File: src/rtl/core/caller_allowlist_filter_top_defines.svh
// Assertion macros for the allow-list filter top level.
// Each macro expects i_clk and i_rst_n in the enclosing module.
`ifndef CALLER_ALLOWLIST_FILTER_TOP_DEFINES_SVH
`define CALLER_ALLOWLIST_FILTER_TOP_DEFINES_SVH

// Same-cycle implication.
`define CAL_ASSERT_NOW(lbl, ante, cons, msg) \
    lbl: assert property (@(posedge i_clk) disable iff (!i_rst_n) (ante) |-> (cons)) \
        else $error(msg);

// Next-cycle implication.
`define CAL_ASSERT_NEXT(lbl, ante, cons, msg) \
    lbl: assert property (@(posedge i_clk) disable iff (!i_rst_n) (ante) |=> (cons)) \
        else $error(msg);

`endif

File: src/rtl/core/cal_pkg.sv
package cal_pkg;

    localparam int ID_W   = 5;
    localparam int CNT_W  = 6;
    localparam int TIME_W = 32;
    localparam int CD_W   = 16;
    localparam int ACT_W  = 3;
    localparam int ST_W   = 4;
    localparam int CIDX_W = 2;

    localparam logic [CNT_W-1:0] MAX_ACCEPTS_RST = 6'd30;
    localparam logic             TRACK_NICK_RST  = 1'b0;
    localparam logic [CD_W-1:0]  COOLDOWN_RST    = 16'd60;

    localparam logic [CIDX_W-1:0] CFG_MAX_ACCEPTS = 2'd0;
    localparam logic [CIDX_W-1:0] CFG_TRACK_NICK  = 2'd1;
    localparam logic [CIDX_W-1:0] CFG_COOLDOWN    = 2'd2;

    typedef enum logic [ACT_W-1:0] {
        ACT_ADD    = 3'd0,
        ACT_REMOVE = 3'd1,
        ACT_LIST   = 3'd2,
        ACT_CHECK  = 3'd3,
        ACT_QUIT   = 3'd4,
        ACT_NICK   = 3'd5
    } t_action;

    typedef enum logic [ST_W-1:0] {
        ST_OK     = 4'd0,
        ST_FULL   = 4'd1,
        ST_EXIST  = 4'd2,
        ST_NOT    = 4'd3,
        ST_NOUSER = 4'd4,
        ST_PASS   = 4'd5,
        ST_DENY   = 4'd6,
        ST_ENTRY  = 4'd7,
        ST_END    = 4'd8
    } t_status;

    typedef enum logic [2:0] {
        S_IDLE,
        S_EXEC,
        S_LIST,
        S_SWEEP,
        S_DONE
    } t_state;

    typedef struct packed {
        logic [CNT_W-1:0] max_accepts;
        logic             track_nick;
        logic [CD_W-1:0]  cooldown;
    } t_cfg;

endpackage

File: src/rtl/core/cal_ifs.sv
interface cal_req_if import cal_pkg::*; ();
    logic              valid;
    logic              ready;
    logic [ACT_W-1:0]  action;
    logic [ID_W-1:0]   user_id;
    logic [ID_W-1:0]   other_id;
    logic              other_valid;
    logic              sender_local;
    logic              dest_has_mode;
    logic              sender_privileged;
    logic [TIME_W-1:0] now;

    modport source (
        output valid, action, user_id, other_id, other_valid, sender_local,
               dest_has_mode, sender_privileged, now,
        input  ready
    );
    modport sink (
        input  valid, action, user_id, other_id, other_valid, sender_local,
               dest_has_mode, sender_privileged, now,
        output ready
    );
endinterface

interface cal_rsp_if import cal_pkg::*; ();
    logic            valid;
    logic            ready;
    logic [ST_W-1:0] status;
    logic            notify;
    logic [ID_W-1:0] entry_id;
    logic            last;

    modport source (output valid, status, notify, entry_id, last, input ready);
    modport sink (input valid, status, notify, entry_id, last, output ready);
endinterface

interface cal_cfg_if import cal_pkg::*; ();
    logic              valid;
    logic              ready;
    logic [CIDX_W-1:0] index;
    logic [CD_W-1:0]   data;

    modport source (output valid, index, data, input ready);
    modport sink (input valid, index, data, output ready);
endinterface

File: src/rtl/core/cal_mem.sv
// Single-port-read, single-port-write memory with per-entry valid bits;
// an entry never written reads as zero.
module cal_mem #(
    parameter int WIDTH = 32,
    parameter int DEPTH = 32
) (
    input  logic                     i_clk,
    input  logic                     i_rst_n,
    input  logic                     i_rd_en,
    input  logic [$clog2(DEPTH)-1:0] i_rd_addr,
    output logic [WIDTH-1:0]         o_rd_data,
    input  logic                     i_wr_en,
    input  logic [$clog2(DEPTH)-1:0] i_wr_addr,
    input  logic [WIDTH-1:0]         i_wr_data,
    input  logic                     i_wr_valid
);

    logic [WIDTH-1:0] r_mem [DEPTH];
    logic [DEPTH-1:0] r_vld;
    logic [WIDTH-1:0] r_rd_data;
    logic             r_rd_vld;

    always_ff @(posedge i_clk) begin
        if (i_wr_en) begin
            r_mem[i_wr_addr] <= i_wr_data;
        end
        if (i_rd_en) begin
            r_rd_data <= r_mem[i_rd_addr];
        end
    end

    always_ff @(posedge i_clk) begin
        if (!i_rst_n) begin
            r_vld    <= '0;
            r_rd_vld <= 1'b0;
        end else begin
            if (i_wr_en) begin
                r_vld[i_wr_addr] <= i_wr_valid;
            end
            if (i_rd_en) begin
                r_rd_vld <= r_vld[i_rd_addr];
            end
        end
    end

    assign o_rd_data = r_rd_vld ? r_rd_data : '0;

endmodule

File: src/rtl/core/cal_cfg_regs.sv
module cal_cfg_regs import cal_pkg::*; (
    input  logic          i_clk,
    input  logic          i_rst_n,
    cal_cfg_if.sink       i_cfg,
    output t_cfg          o_cfg
);

    t_cfg r_cfg;

    assign i_cfg.ready = 1'b1;

    always_ff @(posedge i_clk) begin
        if (!i_rst_n) begin
            r_cfg.max_accepts <= MAX_ACCEPTS_RST;
            r_cfg.track_nick  <= TRACK_NICK_RST;
            r_cfg.cooldown    <= COOLDOWN_RST;
        end else if (i_cfg.valid) begin
            unique case (i_cfg.index)
                CFG_MAX_ACCEPTS: r_cfg.max_accepts <= i_cfg.data[CNT_W-1:0];
                CFG_TRACK_NICK:  r_cfg.track_nick  <= i_cfg.data[0];
                CFG_COOLDOWN:    r_cfg.cooldown    <= i_cfg.data;
                default: begin
                    // unmapped index: drop the write
                end
            endcase
        end
    end

    assign o_cfg = r_cfg;

endmodule

File: src/rtl/core/cal_ctrl.sv
// Sequencer: issues memory reads, decides, writes back and drives results.
module cal_ctrl import cal_pkg::*; #(
    parameter int MAX_USERS = 32
) (
    input  logic                                 i_clk,
    input  logic                                 i_rst_n,
    cal_req_if.sink                              i_req,
    cal_rsp_if.source                            o_rsp,
    input  t_cfg                                 i_cfg,
    output logic                                 o_row_rd_en,
    output logic [$clog2(MAX_USERS)-1:0]         o_row_rd_addr,
    input  logic [MAX_USERS+CNT_W-1:0]           i_row_rd_data,
    output logic                                 o_row_wr_en,
    output logic [$clog2(MAX_USERS)-1:0]         o_row_wr_addr,
    output logic [MAX_USERS+CNT_W-1:0]           o_row_wr_data,
    output logic                                 o_time_rd_en,
    output logic [$clog2(MAX_USERS)-1:0]         o_time_rd_addr,
    input  logic [TIME_W-1:0]                    i_time_rd_data,
    output logic                                 o_time_wr_en,
    output logic [$clog2(MAX_USERS)-1:0]         o_time_wr_addr,
    output logic [TIME_W-1:0]                    o_time_wr_data,
    output logic                                 o_time_wr_valid
);

    localparam int AW = $clog2(MAX_USERS);
    localparam logic [ID_W:0]  NUM_IDS  = (ID_W+1)'(MAX_USERS);
    localparam logic [AW-1:0]  LAST_IDX = AW'(MAX_USERS - 1);

    t_state                r_state, n_state;
    t_action               r_act;
    logic [ID_W-1:0]       r_uid, r_oid;
    logic                  r_ovalid, r_local, r_mode, r_priv;
    logic [TIME_W-1:0]     r_now;
    logic [AW-1:0]         r_idx;
    logic [MAX_USERS-1:0]  r_mask;

    logic                  r_o_valid;
    t_status               r_o_status;
    logic                  r_o_notify;
    logic [ID_W-1:0]       r_o_entry;
    logic                  r_o_last;

    t_action               in_act;
    logic                  in_uok, in_ook;
    logic [AW-1:0]         in_uaddr, in_oaddr;
    logic                  acc, out_free;

    logic                  r_uok, r_ook;
    logic [AW-1:0]         uid_idx, oid_idx;
    logic [MAX_USERS-1:0]  ubit, obit;
    logic [MAX_USERS-1:0]  row_cur;
    logic [CNT_W-1:0]      cnt_cur;
    logic [TIME_W:0]       limit;
    logic                  late_enough, pass_early;
    logic [AW-1:0]         low_idx;

    logic                  push, load_mask;
    t_status               res_status;
    logic                  res_notify;
    logic [ID_W-1:0]       res_entry;
    logic                  res_last;

    // input side decode
    assign in_act   = t_action'(i_req.action);
    assign in_uok   = {1'b0, i_req.user_id} < NUM_IDS;
    assign in_ook   = {1'b0, i_req.other_id} < NUM_IDS;
    assign in_uaddr = in_uok ? AW'(i_req.user_id) : '0;
    assign in_oaddr = in_ook ? AW'(i_req.other_id) : '0;
    assign acc      = i_req.valid && i_req.ready;
    assign out_free = !r_o_valid || o_rsp.ready;

    // held item decode
    assign r_uok   = {1'b0, r_uid} < NUM_IDS;
    assign r_ook   = {1'b0, r_oid} < NUM_IDS;
    assign uid_idx = AW'(r_uid);
    assign oid_idx = AW'(r_oid);

    always_comb begin
        ubit = '0;
        obit = '0;
        if (r_uok) begin
            ubit[uid_idx] = 1'b1;
        end
        if (r_ook) begin
            obit[oid_idx] = 1'b1;
        end
    end

    assign row_cur     = i_row_rd_data[MAX_USERS-1:0];
    assign cnt_cur     = i_row_rd_data[MAX_USERS+CNT_W-1:MAX_USERS];
    assign limit       = {1'b0, i_time_rd_data} + (TIME_W+1)'(i_cfg.cooldown);
    assign late_enough = {1'b0, r_now} > limit;
    assign pass_early  = !r_local || !r_mode || (r_uid == r_oid) || r_priv;

    // lowest pending entry of the list walk
    always_comb begin
        low_idx = '0;
        for (int i = MAX_USERS - 1; i >= 0; i--) begin
            if (r_mask[i]) begin
                low_idx = AW'(i);
            end
        end
    end

    // next state
    always_comb begin
        n_state = r_state;
        unique case (r_state)
            S_IDLE: begin
                if (acc) begin
                    case (in_act) inside
                        ACT_ADD, ACT_REMOVE, ACT_LIST, ACT_CHECK: n_state = S_EXEC;
                        ACT_QUIT: n_state = in_uok ? S_SWEEP : S_DONE;
                        ACT_NICK: n_state = (in_uok && !i_cfg.track_nick) ? S_SWEEP : S_DONE;
                        default:  n_state = S_IDLE;
                    endcase
                end
            end
            S_EXEC: begin
                if (r_act == ACT_LIST) begin
                    n_state = S_LIST;
                end else if (out_free) begin
                    n_state = S_IDLE;
                end
            end
            S_LIST: begin
                if (out_free && (r_mask == '0)) begin
                    n_state = S_IDLE;
                end
            end
            S_SWEEP: begin
                if (r_idx == LAST_IDX) begin
                    n_state = S_DONE;
                end
            end
            S_DONE: begin
                if (out_free) begin
                    n_state = S_IDLE;
                end
            end
            default: n_state = S_IDLE;
        endcase
    end

    // outputs
    always_comb begin
        i_req.ready     = 1'b0;
        o_row_rd_en     = 1'b0;
        o_row_rd_addr   = '0;
        o_row_wr_en     = 1'b0;
        o_row_wr_addr   = '0;
        o_row_wr_data   = '0;
        o_time_rd_en    = 1'b0;
        o_time_rd_addr  = '0;
        o_time_wr_en    = 1'b0;
        o_time_wr_addr  = '0;
        o_time_wr_data  = '0;
        o_time_wr_valid = 1'b0;
        push            = 1'b0;
        load_mask       = 1'b0;
        res_status      = ST_OK;
        res_notify      = 1'b0;
        res_entry       = '0;
        res_last        = 1'b1;
        unique case (r_state)
            S_IDLE: begin
                i_req.ready = 1'b1;
                if (i_req.valid) begin
                    case (in_act) inside
                        ACT_ADD, ACT_REMOVE, ACT_LIST: begin
                            o_row_rd_en   = 1'b1;
                            o_row_rd_addr = in_uaddr;
                        end
                        ACT_CHECK: begin
                            o_row_rd_en    = 1'b1;
                            o_row_rd_addr  = in_oaddr;
                            o_time_rd_en   = 1'b1;
                            o_time_rd_addr = in_oaddr;
                        end
                        ACT_QUIT: begin
                            // start the purge sweep and free the notify slot
                            o_row_rd_en    = in_uok;
                            o_time_wr_en   = in_uok;
                            o_time_wr_addr = in_uaddr;
                        end
                        ACT_NICK: begin
                            o_row_rd_en = in_uok && !i_cfg.track_nick;
                        end
                        default: begin
                        end
                    endcase
                end
            end
            S_EXEC: begin
                push = out_free && (r_act != ACT_LIST);
                case (r_act)
                    ACT_ADD: begin
                        if (!r_ovalid || !r_uok || !r_ook) begin
                            res_status = ST_NOUSER;
                        end else if (cnt_cur >= i_cfg.max_accepts) begin
                            res_status = ST_FULL;
                        end else if ((row_cur & obit) != '0) begin
                            res_status = ST_EXIST;
                        end else begin
                            o_row_wr_en   = out_free;
                            o_row_wr_addr = uid_idx;
                            o_row_wr_data = {cnt_cur + CNT_W'(1), row_cur | obit};
                        end
                    end
                    ACT_REMOVE: begin
                        if (!r_ovalid || !r_uok || !r_ook) begin
                            res_status = ST_NOUSER;
                        end else if ((row_cur & obit) == '0) begin
                            res_status = ST_NOT;
                        end else begin
                            o_row_wr_en   = out_free;
                            o_row_wr_addr = uid_idx;
                            o_row_wr_data = {cnt_cur - CNT_W'(1), row_cur & ~obit};
                        end
                    end
                    ACT_LIST: begin
                        load_mask = 1'b1;
                    end
                    ACT_CHECK: begin
                        if (pass_early) begin
                            res_status = ST_PASS;
                        end else if (!r_ook) begin
                            res_status = ST_DENY;
                        end else if ((row_cur & ubit) != '0) begin
                            res_status = ST_PASS;
                        end else begin
                            res_status = ST_DENY;
                            if (late_enough) begin
                                res_notify      = 1'b1;
                                o_time_wr_en    = out_free;
                                o_time_wr_addr  = oid_idx;
                                o_time_wr_data  = r_now;
                                o_time_wr_valid = 1'b1;
                            end
                        end
                    end
                    default: begin
                    end
                endcase
            end
            S_LIST: begin
                push = out_free;
                if (r_mask != '0) begin
                    res_status = ST_ENTRY;
                    res_entry  = ID_W'(low_idx);
                    res_last   = 1'b0;
                end else begin
                    res_status = ST_END;
                end
            end
            S_SWEEP: begin
                // write back row r_idx while reading the next one
                o_row_wr_en   = 1'b1;
                o_row_wr_addr = r_idx;
                if ((r_act == ACT_QUIT) && (r_idx == uid_idx)) begin
                    o_row_wr_data = '0;
                end else if ((row_cur & ubit) != '0) begin
                    o_row_wr_data = {cnt_cur - CNT_W'(1), row_cur & ~ubit};
                end else begin
                    o_row_wr_data = {cnt_cur, row_cur};
                end
                if (r_idx != LAST_IDX) begin
                    o_row_rd_en   = 1'b1;
                    o_row_rd_addr = r_idx + AW'(1);
                end
            end
            S_DONE: begin
                push = out_free;
            end
            default: begin
            end
        endcase
    end

    always_ff @(posedge i_clk) begin
        if (!i_rst_n) begin
            r_state   <= S_IDLE;
            r_o_valid <= 1'b0;
        end else begin
            r_state <= n_state;
            if (push) begin
                r_o_valid <= 1'b1;
            end else if (o_rsp.ready) begin
                r_o_valid <= 1'b0;
            end
        end
    end

    always_ff @(posedge i_clk) begin
        if (acc) begin
            r_act    <= in_act;
            r_uid    <= i_req.user_id;
            r_oid    <= i_req.other_id;
            r_ovalid <= i_req.other_valid;
            r_local  <= i_req.sender_local;
            r_mode   <= i_req.dest_has_mode;
            r_priv   <= i_req.sender_privileged;
            r_now    <= i_req.now;
            r_idx    <= '0;
        end else if (r_state == S_SWEEP) begin
            r_idx <= r_idx + AW'(1);
        end
        if (load_mask) begin
            r_mask <= r_uok ? row_cur : '0;
        end else if ((r_state == S_LIST) && out_free && (r_mask != '0)) begin
            r_mask <= r_mask & (r_mask - MAX_USERS'(1));
        end
        if (push) begin
            r_o_status <= res_status;
            r_o_notify <= res_notify;
            r_o_entry  <= res_entry;
            r_o_last   <= res_last;
        end
    end

    assign o_rsp.valid    = r_o_valid;
    assign o_rsp.status   = r_o_status;
    assign o_rsp.notify   = r_o_notify;
    assign o_rsp.entry_id = r_o_entry;
    assign o_rsp.last     = r_o_last;

endmodule

File: src/rtl/core/caller_allowlist_filter_top.sv
// Channel   Dir  Payload                                         Handshake
// i_req     in   action, user_id, other_id, flags, now           valid/ready
// o_rsp     out  status, notify, entry_id, last                  valid/ready
// i_cfg     in   index (0 max_accepts, 1 track_nick, 2 cooldown)  valid/ready
//
// Add, remove and message check read a row (and notify time), then decide with
// write-back into the output register; a non-purging quit or nick only replies.
// List reads the row, then sends each entry and an end marker; a purge (quit, nick
// without tracking) sweeps every row; a stalled result holds the sequencer, sweep aside.
// Reset is synchronous; per-entry valid bits make every memory read as zero at once.
// The next request is taken on return to idle even while a result still waits.
`include "caller_allowlist_filter_top_defines.svh"

module caller_allowlist_filter_top import cal_pkg::*; #(
    parameter int MAX_USERS = 32
) (
    input  logic      i_clk,
    input  logic      i_rst_n,
    cal_req_if.sink   i_req,
    cal_rsp_if.source o_rsp,
    cal_cfg_if.sink   i_cfg
);

    localparam int AW = $clog2(MAX_USERS);
    localparam int RW = MAX_USERS + CNT_W;

    t_cfg              cfg;

    // row memory: {entry count, allow bits} per owner
    logic              row_rd_en;
    logic [AW-1:0]     row_rd_addr;
    logic [RW-1:0]     row_rd_data;
    logic              row_wr_en;
    logic [AW-1:0]     row_wr_addr;
    logic [RW-1:0]     row_wr_data;

    // notify time memory: last notification per owner
    logic              time_rd_en;
    logic [AW-1:0]     time_rd_addr;
    logic [TIME_W-1:0] time_rd_data;
    logic              time_wr_en;
    logic [AW-1:0]     time_wr_addr;
    logic [TIME_W-1:0] time_wr_data;
    logic              time_wr_valid;

    // assertion terms
    logic              req_taken;
    logic              rsp_open;
    logic              rsp_notify;

    cal_cfg_regs u_cfg (
        .i_clk   (i_clk),
        .i_rst_n (i_rst_n),
        .i_cfg   (i_cfg),
        .o_cfg   (cfg)
    );

    cal_mem #(
        .WIDTH (RW),
        .DEPTH (MAX_USERS)
    ) u_row_mem (
        .i_clk      (i_clk),
        .i_rst_n    (i_rst_n),
        .i_rd_en    (row_rd_en),
        .i_rd_addr  (row_rd_addr),
        .o_rd_data  (row_rd_data),
        .i_wr_en    (row_wr_en),
        .i_wr_addr  (row_wr_addr),
        .i_wr_data  (row_wr_data),
        .i_wr_valid (1'b1)
    );

    cal_mem #(
        .WIDTH (TIME_W),
        .DEPTH (MAX_USERS)
    ) u_time_mem (
        .i_clk      (i_clk),
        .i_rst_n    (i_rst_n),
        .i_rd_en    (time_rd_en),
        .i_rd_addr  (time_rd_addr),
        .o_rd_data  (time_rd_data),
        .i_wr_en    (time_wr_en),
        .i_wr_addr  (time_wr_addr),
        .i_wr_data  (time_wr_data),
        .i_wr_valid (time_wr_valid)
    );

    // reads and write-backs never target the same row in one cycle:
    // the sequencer holds one request at a time and the sweep reads ahead
    cal_ctrl #(
        .MAX_USERS (MAX_USERS)
    ) u_ctrl (
        .i_clk           (i_clk),
        .i_rst_n         (i_rst_n),
        .i_req           (i_req),
        .o_rsp           (o_rsp),
        .i_cfg           (cfg),
        .o_row_rd_en     (row_rd_en),
        .o_row_rd_addr   (row_rd_addr),
        .i_row_rd_data   (row_rd_data),
        .o_row_wr_en     (row_wr_en),
        .o_row_wr_addr   (row_wr_addr),
        .o_row_wr_data   (row_wr_data),
        .o_time_rd_en    (time_rd_en),
        .o_time_rd_addr  (time_rd_addr),
        .i_time_rd_data  (time_rd_data),
        .o_time_wr_en    (time_wr_en),
        .o_time_wr_addr  (time_wr_addr),
        .o_time_wr_data  (time_wr_data),
        .o_time_wr_valid (time_wr_valid)
    );

    // spare action codes are dropped in place and leave ready high
    assign req_taken  = i_req.valid && i_req.ready && (i_req.action <= ACT_NICK);
    assign rsp_open   = o_rsp.valid && !o_rsp.last;
    assign rsp_notify = o_rsp.valid && o_rsp.notify;

    // one request in flight: a taken request drops ready for the next cycle
    `CAL_ASSERT_NEXT(a_one_in_flight, req_taken, !i_req.ready, "request overlap")
    // only list entries leave an item open
    `CAL_ASSERT_NOW(a_open_is_entry, rsp_open, o_rsp.status == ST_ENTRY, "open non-entry")
    // notification goes only with a denied message
    `CAL_ASSERT_NOW(a_notify_deny, rsp_notify, o_rsp.status == ST_DENY, "notify w/o deny")

endmodule

File: src/flat_wrapper.sv
// flat-port wrapper written by rule: the top's interface ports become plain ports
module caller_allowlist_filter_top_flat import cal_pkg::*;
#(
    parameter int MAX_USERS = 32
)
  (i_clk, i_rst_n, i_req_valid, i_req_action, i_req_user_id, i_req_other_id, i_req_other_valid, i_req_sender_local, i_req_dest_has_mode, i_req_sender_privileged, i_req_now, i_req_ready, o_rsp_valid, o_rsp_status, o_rsp_notify, o_rsp_entry_id, o_rsp_last, o_rsp_ready, i_cfg_valid, i_cfg_index, i_cfg_data, i_cfg_ready);
  cal_req_if i_req_i ();
  cal_rsp_if o_rsp_i ();
  cal_cfg_if i_cfg_i ();
  input  logic i_clk;
  input  logic i_rst_n;
  input wire logic [$bits(i_req_i.valid)-1:0] i_req_valid;
  input wire logic [$bits(i_req_i.action)-1:0] i_req_action;
  input wire logic [$bits(i_req_i.user_id)-1:0] i_req_user_id;
  input wire logic [$bits(i_req_i.other_id)-1:0] i_req_other_id;
  input wire logic [$bits(i_req_i.other_valid)-1:0] i_req_other_valid;
  input wire logic [$bits(i_req_i.sender_local)-1:0] i_req_sender_local;
  input wire logic [$bits(i_req_i.dest_has_mode)-1:0] i_req_dest_has_mode;
  input wire logic [$bits(i_req_i.sender_privileged)-1:0] i_req_sender_privileged;
  input wire logic [$bits(i_req_i.now)-1:0] i_req_now;
  output wire logic [$bits(i_req_i.ready)-1:0] i_req_ready;
  output wire logic [$bits(o_rsp_i.valid)-1:0] o_rsp_valid;
  output wire logic [$bits(o_rsp_i.status)-1:0] o_rsp_status;
  output wire logic [$bits(o_rsp_i.notify)-1:0] o_rsp_notify;
  output wire logic [$bits(o_rsp_i.entry_id)-1:0] o_rsp_entry_id;
  output wire logic [$bits(o_rsp_i.last)-1:0] o_rsp_last;
  input wire logic [$bits(o_rsp_i.ready)-1:0] o_rsp_ready;
  input wire logic [$bits(i_cfg_i.valid)-1:0] i_cfg_valid;
  input wire logic [$bits(i_cfg_i.index)-1:0] i_cfg_index;
  input wire logic [$bits(i_cfg_i.data)-1:0] i_cfg_data;
  output wire logic [$bits(i_cfg_i.ready)-1:0] i_cfg_ready;
  assign i_req_i.valid = i_req_valid;
  assign i_req_i.action = i_req_action;
  assign i_req_i.user_id = i_req_user_id;
  assign i_req_i.other_id = i_req_other_id;
  assign i_req_i.other_valid = i_req_other_valid;
  assign i_req_i.sender_local = i_req_sender_local;
  assign i_req_i.dest_has_mode = i_req_dest_has_mode;
  assign i_req_i.sender_privileged = i_req_sender_privileged;
  assign i_req_i.now = i_req_now;
  assign i_req_ready = i_req_i.ready;
  assign o_rsp_valid = o_rsp_i.valid;
  assign o_rsp_status = o_rsp_i.status;
  assign o_rsp_notify = o_rsp_i.notify;
  assign o_rsp_entry_id = o_rsp_i.entry_id;
  assign o_rsp_last = o_rsp_i.last;
  assign o_rsp_i.ready = o_rsp_ready;
  assign i_cfg_i.valid = i_cfg_valid;
  assign i_cfg_i.index = i_cfg_index;
  assign i_cfg_i.data = i_cfg_data;
  assign i_cfg_ready = i_cfg_i.ready;
  caller_allowlist_filter_top #(.MAX_USERS(MAX_USERS)) u_core (.i_clk(i_clk), .i_rst_n(i_rst_n), .i_req(i_req_i), .o_rsp(o_rsp_i), .i_cfg(i_cfg_i));
endmodule
File: config.mk
export PLATFORM = sky130hd
export DESIGN_NAME = caller_allowlist_filter_top_flat
export DESIGN_NICKNAME = d
export VERILOG_FILES = /design/src/rtl/core/cal_pkg.sv /design/src/rtl/core/cal_ifs.sv /design/src/rtl/core/cal_mem.sv /design/src/rtl/core/cal_cfg_regs.sv /design/src/rtl/core/cal_ctrl.sv /design/src/rtl/core/caller_allowlist_filter_top.sv /design/src/flat_wrapper.sv
export VERILOG_INCLUDE_DIRS = /design/src /design/src/rtl/core
export SDC_FILE = /design/constraint.sdc
export NUM_CORES = 2
export LEC_CHECK = 0
export CORE_MARGIN = 2
export CORE_UTILIZATION = 36
export CTS_BUF_LIST = sky130_fd_sc_hd__clkbuf_4
export CTS_CLUSTER_SIZE = 8
export DETAILED_ROUTE_END_ITERATION = 12
export DONT_BUFFER_PORTS = 1
export HOLD_SLACK_MARGIN = 0.08
export PLACE_DENSITY = 0.56
export SLEW_MARGIN = 30
export SYNTH_ARGS = -nofsm -noshare
export SYNTH_HDL_FRONTEND = slang
export SYNTH_SLANG_ARGS = --single-unit
File: constraint.sdc
create_clock -name i_clk -period 21.5 [get_ports i_clk]
set_clock_uncertainty 0.15 [all_clocks]
set_input_delay 1.075 -clock i_clk [delete_from_list [all_inputs] [get_ports i_clk]]
set_output_delay 1.075 -clock i_clk [all_outputs]
set_load 0.005 [all_outputs]
# Word-level counts from Yosys, hierarchy flattened

Memories as Yosys holds them, arrays and structs flattened. A register that Yosys moved wholly into a read port is not among the register bits.
Cells that the tools add are included.

Register bits after elaboration: 190
Latch bits: 0
RAM bits: 2240
ROM bits: 0
Input bits: 72
Output and inout bits: 14
Logic and storage cells: 270
Memories: 2

Memories:

| memory                  | words | bits a word | rd ports | clocked after memory_dff | write ports | RTL line      | RTL |
|---|---|---|---|---|---|---|---|
| u_core.u_row_mem.r_mem  | 32    | 38          | 1        | 1                        | 1           | cal_mem.sv:18 | `logic [WIDTH-1:0] r_mem [DEPTH];` |
| u_core.u_time_mem.r_mem | 32    | 32          | 1        | 1                        | 1           | cal_mem.sv:18 |  |

Add/subtract/negate cells: 5
$mul: 0
Div/mod/pow operators: 0
Order comparisons: 12
Eq/ne operators: 23
Shift-type cells: 0
Muxes and demuxes: 149
Bitwise operators: 11
Reductions and logical operators: 41

Operator list:

| kind                    | number |
|---|---|
| $mux W38                | 8 |
| $mux W32                | 8 |
| $mux W5                 | 36 |
| $and A32 B32 Y32        | 5 |
| $pmux W38 S2            | 2 |
| $reduce_bool A32 Y1     | 3 |
| $logic_not A32 Y1       | 2 |
| $not A32 Y32            | 2 |
| $or A32 B32 Y32         | 2 |
| $mux W1                 | 45 |
| $mux W3                 | 15 |
| $pmux W5 S2             | 4 |
| $lt A5 B6 Y1 const B    | 6 |
| $mux W4                 | 9 |
| $add A32 B16 Y33        | 1 |
| $gt A32 B33 Y1          | 1 |
| $bwmux W32              | 1 |
| $sub A32 B1 Y32 const B | 1 |
| $demux W1 S5            | 4 |
| $ge A5 B1 Y1 const B    | 4 |
| $eq A3 B2 Y1 const B    | 6 |
| $reduce_or A18 Y1       | 1 |
| $pmux W3 S5             | 1 |
| $mux W2                 | 7 |
| 31 further kinds        | 67 |

# Logic depth before layout (Yosys ltp)

Word-level depth: 31
Gate-level depth with buffers: 26
Gate-level depth less buffers: 23

# Cells and area by module

From an unflattened synthesis, not the netlist that was laid out.

Cell total of the unflattened synthesis: 4987
Area total of the unflattened synthesis: 100959.3 um^2

By module, submodules not included:

| module                      | instances | cells an instance | area an instance (um^2) | sequential area each (um^2) |
|---|---|---|---|---|
| cal_mem (u_core.u_row_mem)  | 1         | 2036              | 49073.3                 | 38316.7 |
| cal_mem (u_core.u_time_mem) | 1         | 1750              | 41617.4                 | 32371.0 |
| cal_ctrl                    | 1         | 1100              | 9282.7                  | 2942.8 |
| cal_cfg_regs                | 1         | 100               | 982.2                   | 460.4 |
| caller_allowlist_filter_top | 1         | 1                 | 3.8                     | 0.0 |

# Worst setup path after synthesis

OpenSTA, ideal clock, no wires.

Path type: reg2reg
From: register u_core.u_time_mem.r_rd_vld
To: memory u_core.u_time_mem.r_mem[20][0] (netlist: u_core.u_time_mem.r_mem[10][0]), enable pin
Library setup time: 0.513 ns
Arrival: 8.625 ns
Required time: 20.837 ns
Setup slack: 12.212 ns
Cell stages (with the launch flop): 24
Buffers on the path: 2
Clock period less this slack: 9.288 ns
Cell sequence: dfxtp_1 > clkbuf_1 > clkbuf_1 > and2_1 > ha_1 > o21a_1 > o21ai_0 > nor2_1 > a211o_1 > a31o_2 > a2111oi_0 > nor3b_1 > xor2_1 > nand2_1 > ha_1 > a21o_1 > a21o_1 > a221o_1 > a211oi_1 > a31oi_1 > nand3_1 > inv_2 > a22oi_1 > nor4b_1

Longest elaborated chain between the ends: 10
Elaborated cells on any way between the ends: 15
Those cells by class: add/sub: 1; order compare: 1; mux: 13

Ends and longest elaborated chain:

| item                          | RTL line        | RTL |
|---|---|---|
| start, declared               | cal_mem.sv:21   | `logic r_rd_vld;` |
| start signal, assigned        | cal_mem.sv:41   | `r_rd_vld <= r_vld[i_rd_addr];` |
| $mux W32 *                    | cal_mem.sv:46   | `assign o_rd_data = r_rd_vld ? r_rd_data : '0;` |
| $add A32 B16 Y33 *            | cal_ctrl.sv:91  | `assign limit = {1'b0, i_time_rd_data} + (TIME_W+1)'(i_cfg.cooldown);` |
| $gt A32 B33 Y1 *              | cal_ctrl.sv:92  | `assign late_enough = {1'b0, r_now} > limit;` |
| $mux W1                       | cal_ctrl.sv:233 | `if (late_enough) begin` |
| $mux W1                       | cal_ctrl.sv:229 | `end else if ((row_cur & ubit) != '0) begin` |
| $mux W1                       | cal_ctrl.sv:225 | `if (pass_early) begin` |
| $mux W1                       | cal_ctrl.sv:196 | `case (r_act)` |
| $pmux W1 S2                   | cal_ctrl.sv:165 | `unique case (r_state)` |
| $mux W1                       | cal_mem.sv:24   | `if (i_wr_en) begin` |
| $mux W1 (not written as such) | cal_mem.sv:25   | `r_mem[i_wr_addr] <= i_wr_data;` |
| end, declared                 | cal_mem.sv:18   |  |

Mark *: on every way between the ends. The rest lies on a longest branch, timed or not.

# Worst setup path after layout

From: register u_core.u_time_mem.r_rd_vld
To: memory u_core.u_time_mem.r_mem[26][3] (netlist: u_core.u_time_mem.r_mem[13][3]), enable pin

Same word-level chain as after synthesis.

==> summary.md <==
| Metric | Value |
|---|---|
| First-pass GRT wire length | `460 mm` |
| Switching part of the total | `0.255` |
| Detailed-route via count | `67,494` |
| Layout cell share with drive strength beyond 1 | `0.181` |
| Horizontal die dimension | `540 microns` |
| Critical Path End | `u_core.u_time_mem.r_mem[13][3]` |
| Fmax achieved | `0.112 GHz` |
| Cell taking the most area after synthesis | `sky130_fd_sc_hd__edfxtp_1` |
| Net total in the final layout | `7,979` |
| Proportion of synthesized flip-flops having asynchronous set or reset | `0` |
| Crit. End Element | `flip-flop` |
| Vias per inst | `5.60` |
| Post-synthesis cell type count | `90` |
| Register share of total power | `0.537` |
| Leakage dissipation | `37.9 nW` |
| CP arrival | `9660 ps` |
| Count of synthesis-stage warnings from yosys | `0` |
| Initial DRC count | `6,991` |
| Clock Pin Slew Worst Setup and Hold Paths | `60 ps` |
| Worst r2r path cells | `24` |
| Total number of placement rows | `196` |
| Number of top-level pins | `86` |
| Worst Setup SP | `u_core.u_time_mem.r_rd_vld` |
| Die height | `540 microns` |
| Worst voltage drop across the vdd grid | `0.0519 mV` |
| Detailed placer's ending HPWL | `173 mm` |
| Overall overflow remaining after global route | `0` |
| Combinational cell fraction of total power | `0.074` |
| Clock buffers created by TritonCTS | `636` |
| Reg-to-reg critical path startpoint | `u_core.u_time_mem.r_rd_vld` |
| Post-Place Worst Slack | `12,690 ps` |
| Post-synth net total | `7,630` |
| Tightest Pin Transition | `1040 ps` |
| Relative slew slack | `0.307` |
| Sequential element share of the synthesized area | `0.717` |
| Netlist Area Pre-Place | `0.103 sq mm` |
| Slowest stage cell, crit path | `sky130_fd_sc_hd__dfxtp_2` |
| Sw power | `2.59 mW` |
| Overall power after layout | `10.2 mW` |
| Number of buffers added on ports | `0` |
| Dominant cells by area after synthesis | `sky130_fd_sc_hd__edfxtp_1 70%, sky130_fd_sc_hd__nand2_1 5.9%, sky130_fd_sc_hd__nand3_1 3.3%` |
| Maximum clock path buffer count | `4` |
| Share of the core filled with cells | `0.409` |
| Vias in the first global route | `65,559` |
| Final period utilization | `0.414` |
| Count of buffering cells on the critical path with inverters included | `4` |
| Crit path max-delay family | `compound AO/OA/AOI/OAI gates` |
| Die area | `0.291 sq mm` |
| Remaining number of nets flagged by the antenna check after routing | `0` |
| Critical Path RT | `22,260 ps` |
| Initial antenna violation count | `33` |
| Delay of the slowest cell on the worst path | `770 ps` |
| Run status | `finished, final reports clean` |
| Reg-to-reg slack, setup | `12,610 ps` |
| Setup crit start kind | `flip-flop` |
| Final setup viols | `0` |
| Resize count post-CTS | `0` |
| Clock root buffer master | `sky130_fd_sc_hd__clkbuf_4` |
| Area added between synthesis and finish | `12.9%` |
| Relative contribution of the clock network to total power | `0.389` |
| Critical path cell sequence | `and2_1, ha_1, a21o_1, a21oi_1, o21ai_0, a211o_1, a31o_2, a211oi_1, o21bai_1, a31oi_1, o21ai_0, ha_1, nand4_1, and4bb_2, nand2_1, o221a_2, a31oi_1, buf_4, nand3_1, inv_2, buf_4, a31oi_2, nor2_4, buf_4` |
| TritonCTS clock tree | `built` |
| Worst Path Class, Setup | `reg -> reg` |
| Global Route Usage Sum | `0.214` |
| Synth Instances | `7,499` |
| Post-Syn Area per Cell | `13.8 sq um` |
| Register bit total from synthesis | `2,500` |
| Footprint of the multi-input gates | `0.0276 sq mm` |
| Gp weighted congestion | `0.881` |
| H-tree depth | `6` |
| WL/cell | `26.7 microns` |
| Clock sink total | `2,500` |
| Maximum number of pins on one net before global-route repair | `268` |
| Final-layout fill cell count | `26,502` |
| Shortest clock period the worst path allows after layout | `8890 ps` |
| Register Area | `0.0741 sq mm` |
| Slack of the critical path | `12,610 ps` |
| Reg-to-reg critical path endpoint | `u_core.u_time_mem.r_mem[13][3]` |
| Dominant register cell in the synthesized netlist | `sky130_fd_sc_hd__edfxtp_1` |
| Setup total negative slack | `0 ps` |
| Fin cells | `12,047` |
| RSZ-0062 raised after global routing | `false` |
| Most frequent cell on the critical path | `sky130_fd_sc_hd__buf_4` |
| First-pass detailed-route iteration total | `6` |
| Max-slew violation total from the final report | `0` |
| Routed WL | `322 mm` |
| Count of flip-flops with a built-in enable after synthesis | `2,402` |
| Internal power | `7.58 mW` |
| Max Cap Viol | `0` |
| Count of final hold-check violations | `0` |
| Placed cells | `10,894` |
| Number of stages on the worst setup path | `24` |
| Pwr per Cell Area | `87.2 mW/mm^2` |
| Hold WC Path Type | `in -> reg` |
| Area fraction of the dominant cell type after synthesis | `0.698` |
| DRC viols | `0` |
| Worst Path Max Fanout | `64` |
| Later-pin clock latency in the skew report | `1380 ps` |
| Area of the placeable core | `0.285 sq mm` |
| Starting utilization of the core area | `0.362` |
==> cells in the mapped netlist, types with 30 or more instances <==
cell type	n
sky130_fd_sc_hd__nand3_1	681
sky130_fd_sc_hd__a21o_1	56
sky130_fd_sc_hd__mux4_2	134
sky130_fd_sc_hd__a21oi_1	180
sky130_fd_sc_hd__a31o_2	36
sky130_fd_sc_hd__o211ai_1	144
sky130_fd_sc_hd__ha_1	58
sky130_fd_sc_hd__clkbuf_1	382
sky130_fd_sc_hd__nand2_1	1615
sky130_fd_sc_hd__buf_2	101
sky130_fd_sc_hd__buf_1	30
sky130_fd_sc_hd__dfxtp_1	98
sky130_fd_sc_hd__mux2i_1	159
sky130_fd_sc_hd__a31oi_1	87
sky130_fd_sc_hd__inv_1	49
sky130_fd_sc_hd__a311oi_1	197
sky130_fd_sc_hd__o21ai_0	156
sky130_fd_sc_hd__a32o_1	34
sky130_fd_sc_hd__o21ai_1	35
sky130_fd_sc_hd__edfxtp_1	2402
sky130_fd_sc_hd__nor2_1	177
sky130_fd_sc_hd__and3_1	101
sky130_fd_sc_hd__o221ai_1	130
sky130_fd_sc_hd__and2_1	63
sky130_fd_sc_hd__nor3_1	30
==> final cells by class <==
cell class / count / share of cell area
Antenna cell: 13 / 0.000279
Clock buffer: 913 / 0.0588
Clock inverter: 149 / 0.00732
Inverter: 52 / 0.00171
Multi-Input combinational cell: 4416 / 0.237
Sequential cell: 2500 / 0.635
Tap cell: 3762 / 0.0404
Timing Repair Buffer: 242 / 0.0194
==> how the worst min path moves through the flow <==
stage | depth (start not counted) | endpoint | slack, ps | start
6_report | 1 | u_core.u_ctrl.r_now[11] | 240 | i_req_now[11]
5_1_grt | 1 | u_core.u_ctrl.r_now[15] | 170 | i_req_now[15]
4_1_cts | 5 | u_core.u_time_mem.r_vld[17] | 80 | i_req_user_id[0]
3_5_place_dp | 2 | u_core.u_row_mem.r_vld[31] | 290 | u_core.u_row_mem.r_vld[31]
3_3_place_gp | 2 | u_core.u_row_mem.r_vld[25] | 280 | u_core.u_row_mem.r_vld[25]
2_1_floorplan | 2 | u_core.u_row_mem.r_vld[0] | 270 | u_core.u_row_mem.r_vld[0]
==> registers in the layout (all words and copies together), names as in the netlist, 5 cells and up <==
name	count
u_core.u_ctrl.r_mask	32
u_core.u_row_mem.r_vld	32
u_core.u_row_mem.r_mem	1216
u_core.u_ctrl.r_idx	5
u_core.u_ctrl.o_rsp.entry_id	5
u_core.u_cfg.o_cfg	23
u_core.u_time_mem.r_rd_data	32
u_core.u_ctrl.oid_idx	5
u_core.u_time_mem.r_vld	32
u_core.u_time_mem.r_mem	1024
u_core.u_row_mem.r_rd_data	38
u_core.u_ctrl.r_now	32
u_core.u_ctrl.r_uid	5
==> cell usage in the layout, fill, tap and decap left out, types with 34 or more instances in the layout <==
| master | Yosys | layout |
|---|---|---|
| sky130_fd_sc_hd__o221ai_1 | 130 | 130 |
| sky130_fd_sc_hd__ha_1 | 58 | 58 |
| sky130_fd_sc_hd__edfxtp_1 | 2402 | 2402 |
| sky130_fd_sc_hd__nand3_1 | 681 | 680 |
| sky130_fd_sc_hd__inv_1 | 49 | 48 |
| sky130_fd_sc_hd__and3_1 | 101 | 97 |
| sky130_fd_sc_hd__a31oi_1 | 87 | 86 |
| sky130_fd_sc_hd__o211ai_1 | 144 | 144 |
| sky130_fd_sc_hd__dfxtp_1 | 98 | 96 |
| sky130_fd_sc_hd__a31o_2 | 36 | 36 |
| sky130_fd_sc_hd__nor2_4 | 0 | 60 |
| sky130_fd_sc_hd__mux2i_1 | 159 | 159 |
| sky130_fd_sc_hd__clkinv_1 | 0 | 91 |
| sky130_fd_sc_hd__a21o_1 | 56 | 56 |
| sky130_fd_sc_hd__and2_1 | 63 | 35 |
| sky130_fd_sc_hd__dlygate4sd3_1 | 0 | 74 |
| sky130_fd_sc_hd__clkbuf_4 | 0 | 913 |
| sky130_fd_sc_hd__a21oi_1 | 180 | 178 |
| sky130_fd_sc_hd__a311oi_1 | 197 | 197 |
| sky130_fd_sc_hd__o21ai_0 | 156 | 152 |
| sky130_fd_sc_hd__mux4_2 | 134 | 134 |
| sky130_fd_sc_hd__nand2_1 | 1615 | 1608 |
| sky130_fd_sc_hd__o21ai_1 | 35 | 34 |
| sky130_fd_sc_hd__buf_4 | 15 | 140 |
| sky130_fd_sc_hd__nor2_1 | 177 | 115 |
==> kinds of logic after synthesis <==
logic type      count (synthesis)  synth area share
simple gates                 2819             0.120
flops                        2500             0.717
compound gates               1193            0.0834
buf+inv                       583            0.0232
mux                           297            0.0451
fa+ha+maj                      59           0.00722
xor+xnor                       47           0.00398
other cells                     1         0.0000363
==> power by group through the flow <==
stage	clock, mW	sequential, mW	combinational [mW]
2_1_floorplan	0	5.49	0.481
3_3_place_gp	0	5.56	0.721
3_5_place_dp	0	5.56	0.726
4_1_cts	4.05	5.46	0.748
5_1_grt	4.29	5.45	0.809
6_report	3.96	5.46	0.756
==> metrics by stage <==
step	cell area, sq um	hold slack (ps)
2_1_floorplan	103000	275
3_3_place_gp	108000	283
3_5_place_dp	108000	290
4_1_cts	116000	80.6
5_1_grt	117000	175
6_report	117000	235
==> per-layer routing <==
layer	GRT usage	vias up	part of all wire
li1	-	29770	-
met3	0.0370	665	0.069
met5	0.00279	-	0.00067
met4	0.0942	18	0.043
met2	0.358	2955	0.49
met1	0.273	34086	0.40
==> repair_timing <==
item	CTS	global route
buffers inserted	0	0
endpoints found under the setup margin	0	0
hold buffers	75	0
endpoints found under the hold margin	141	0
(Power assumes the default switching activity.)
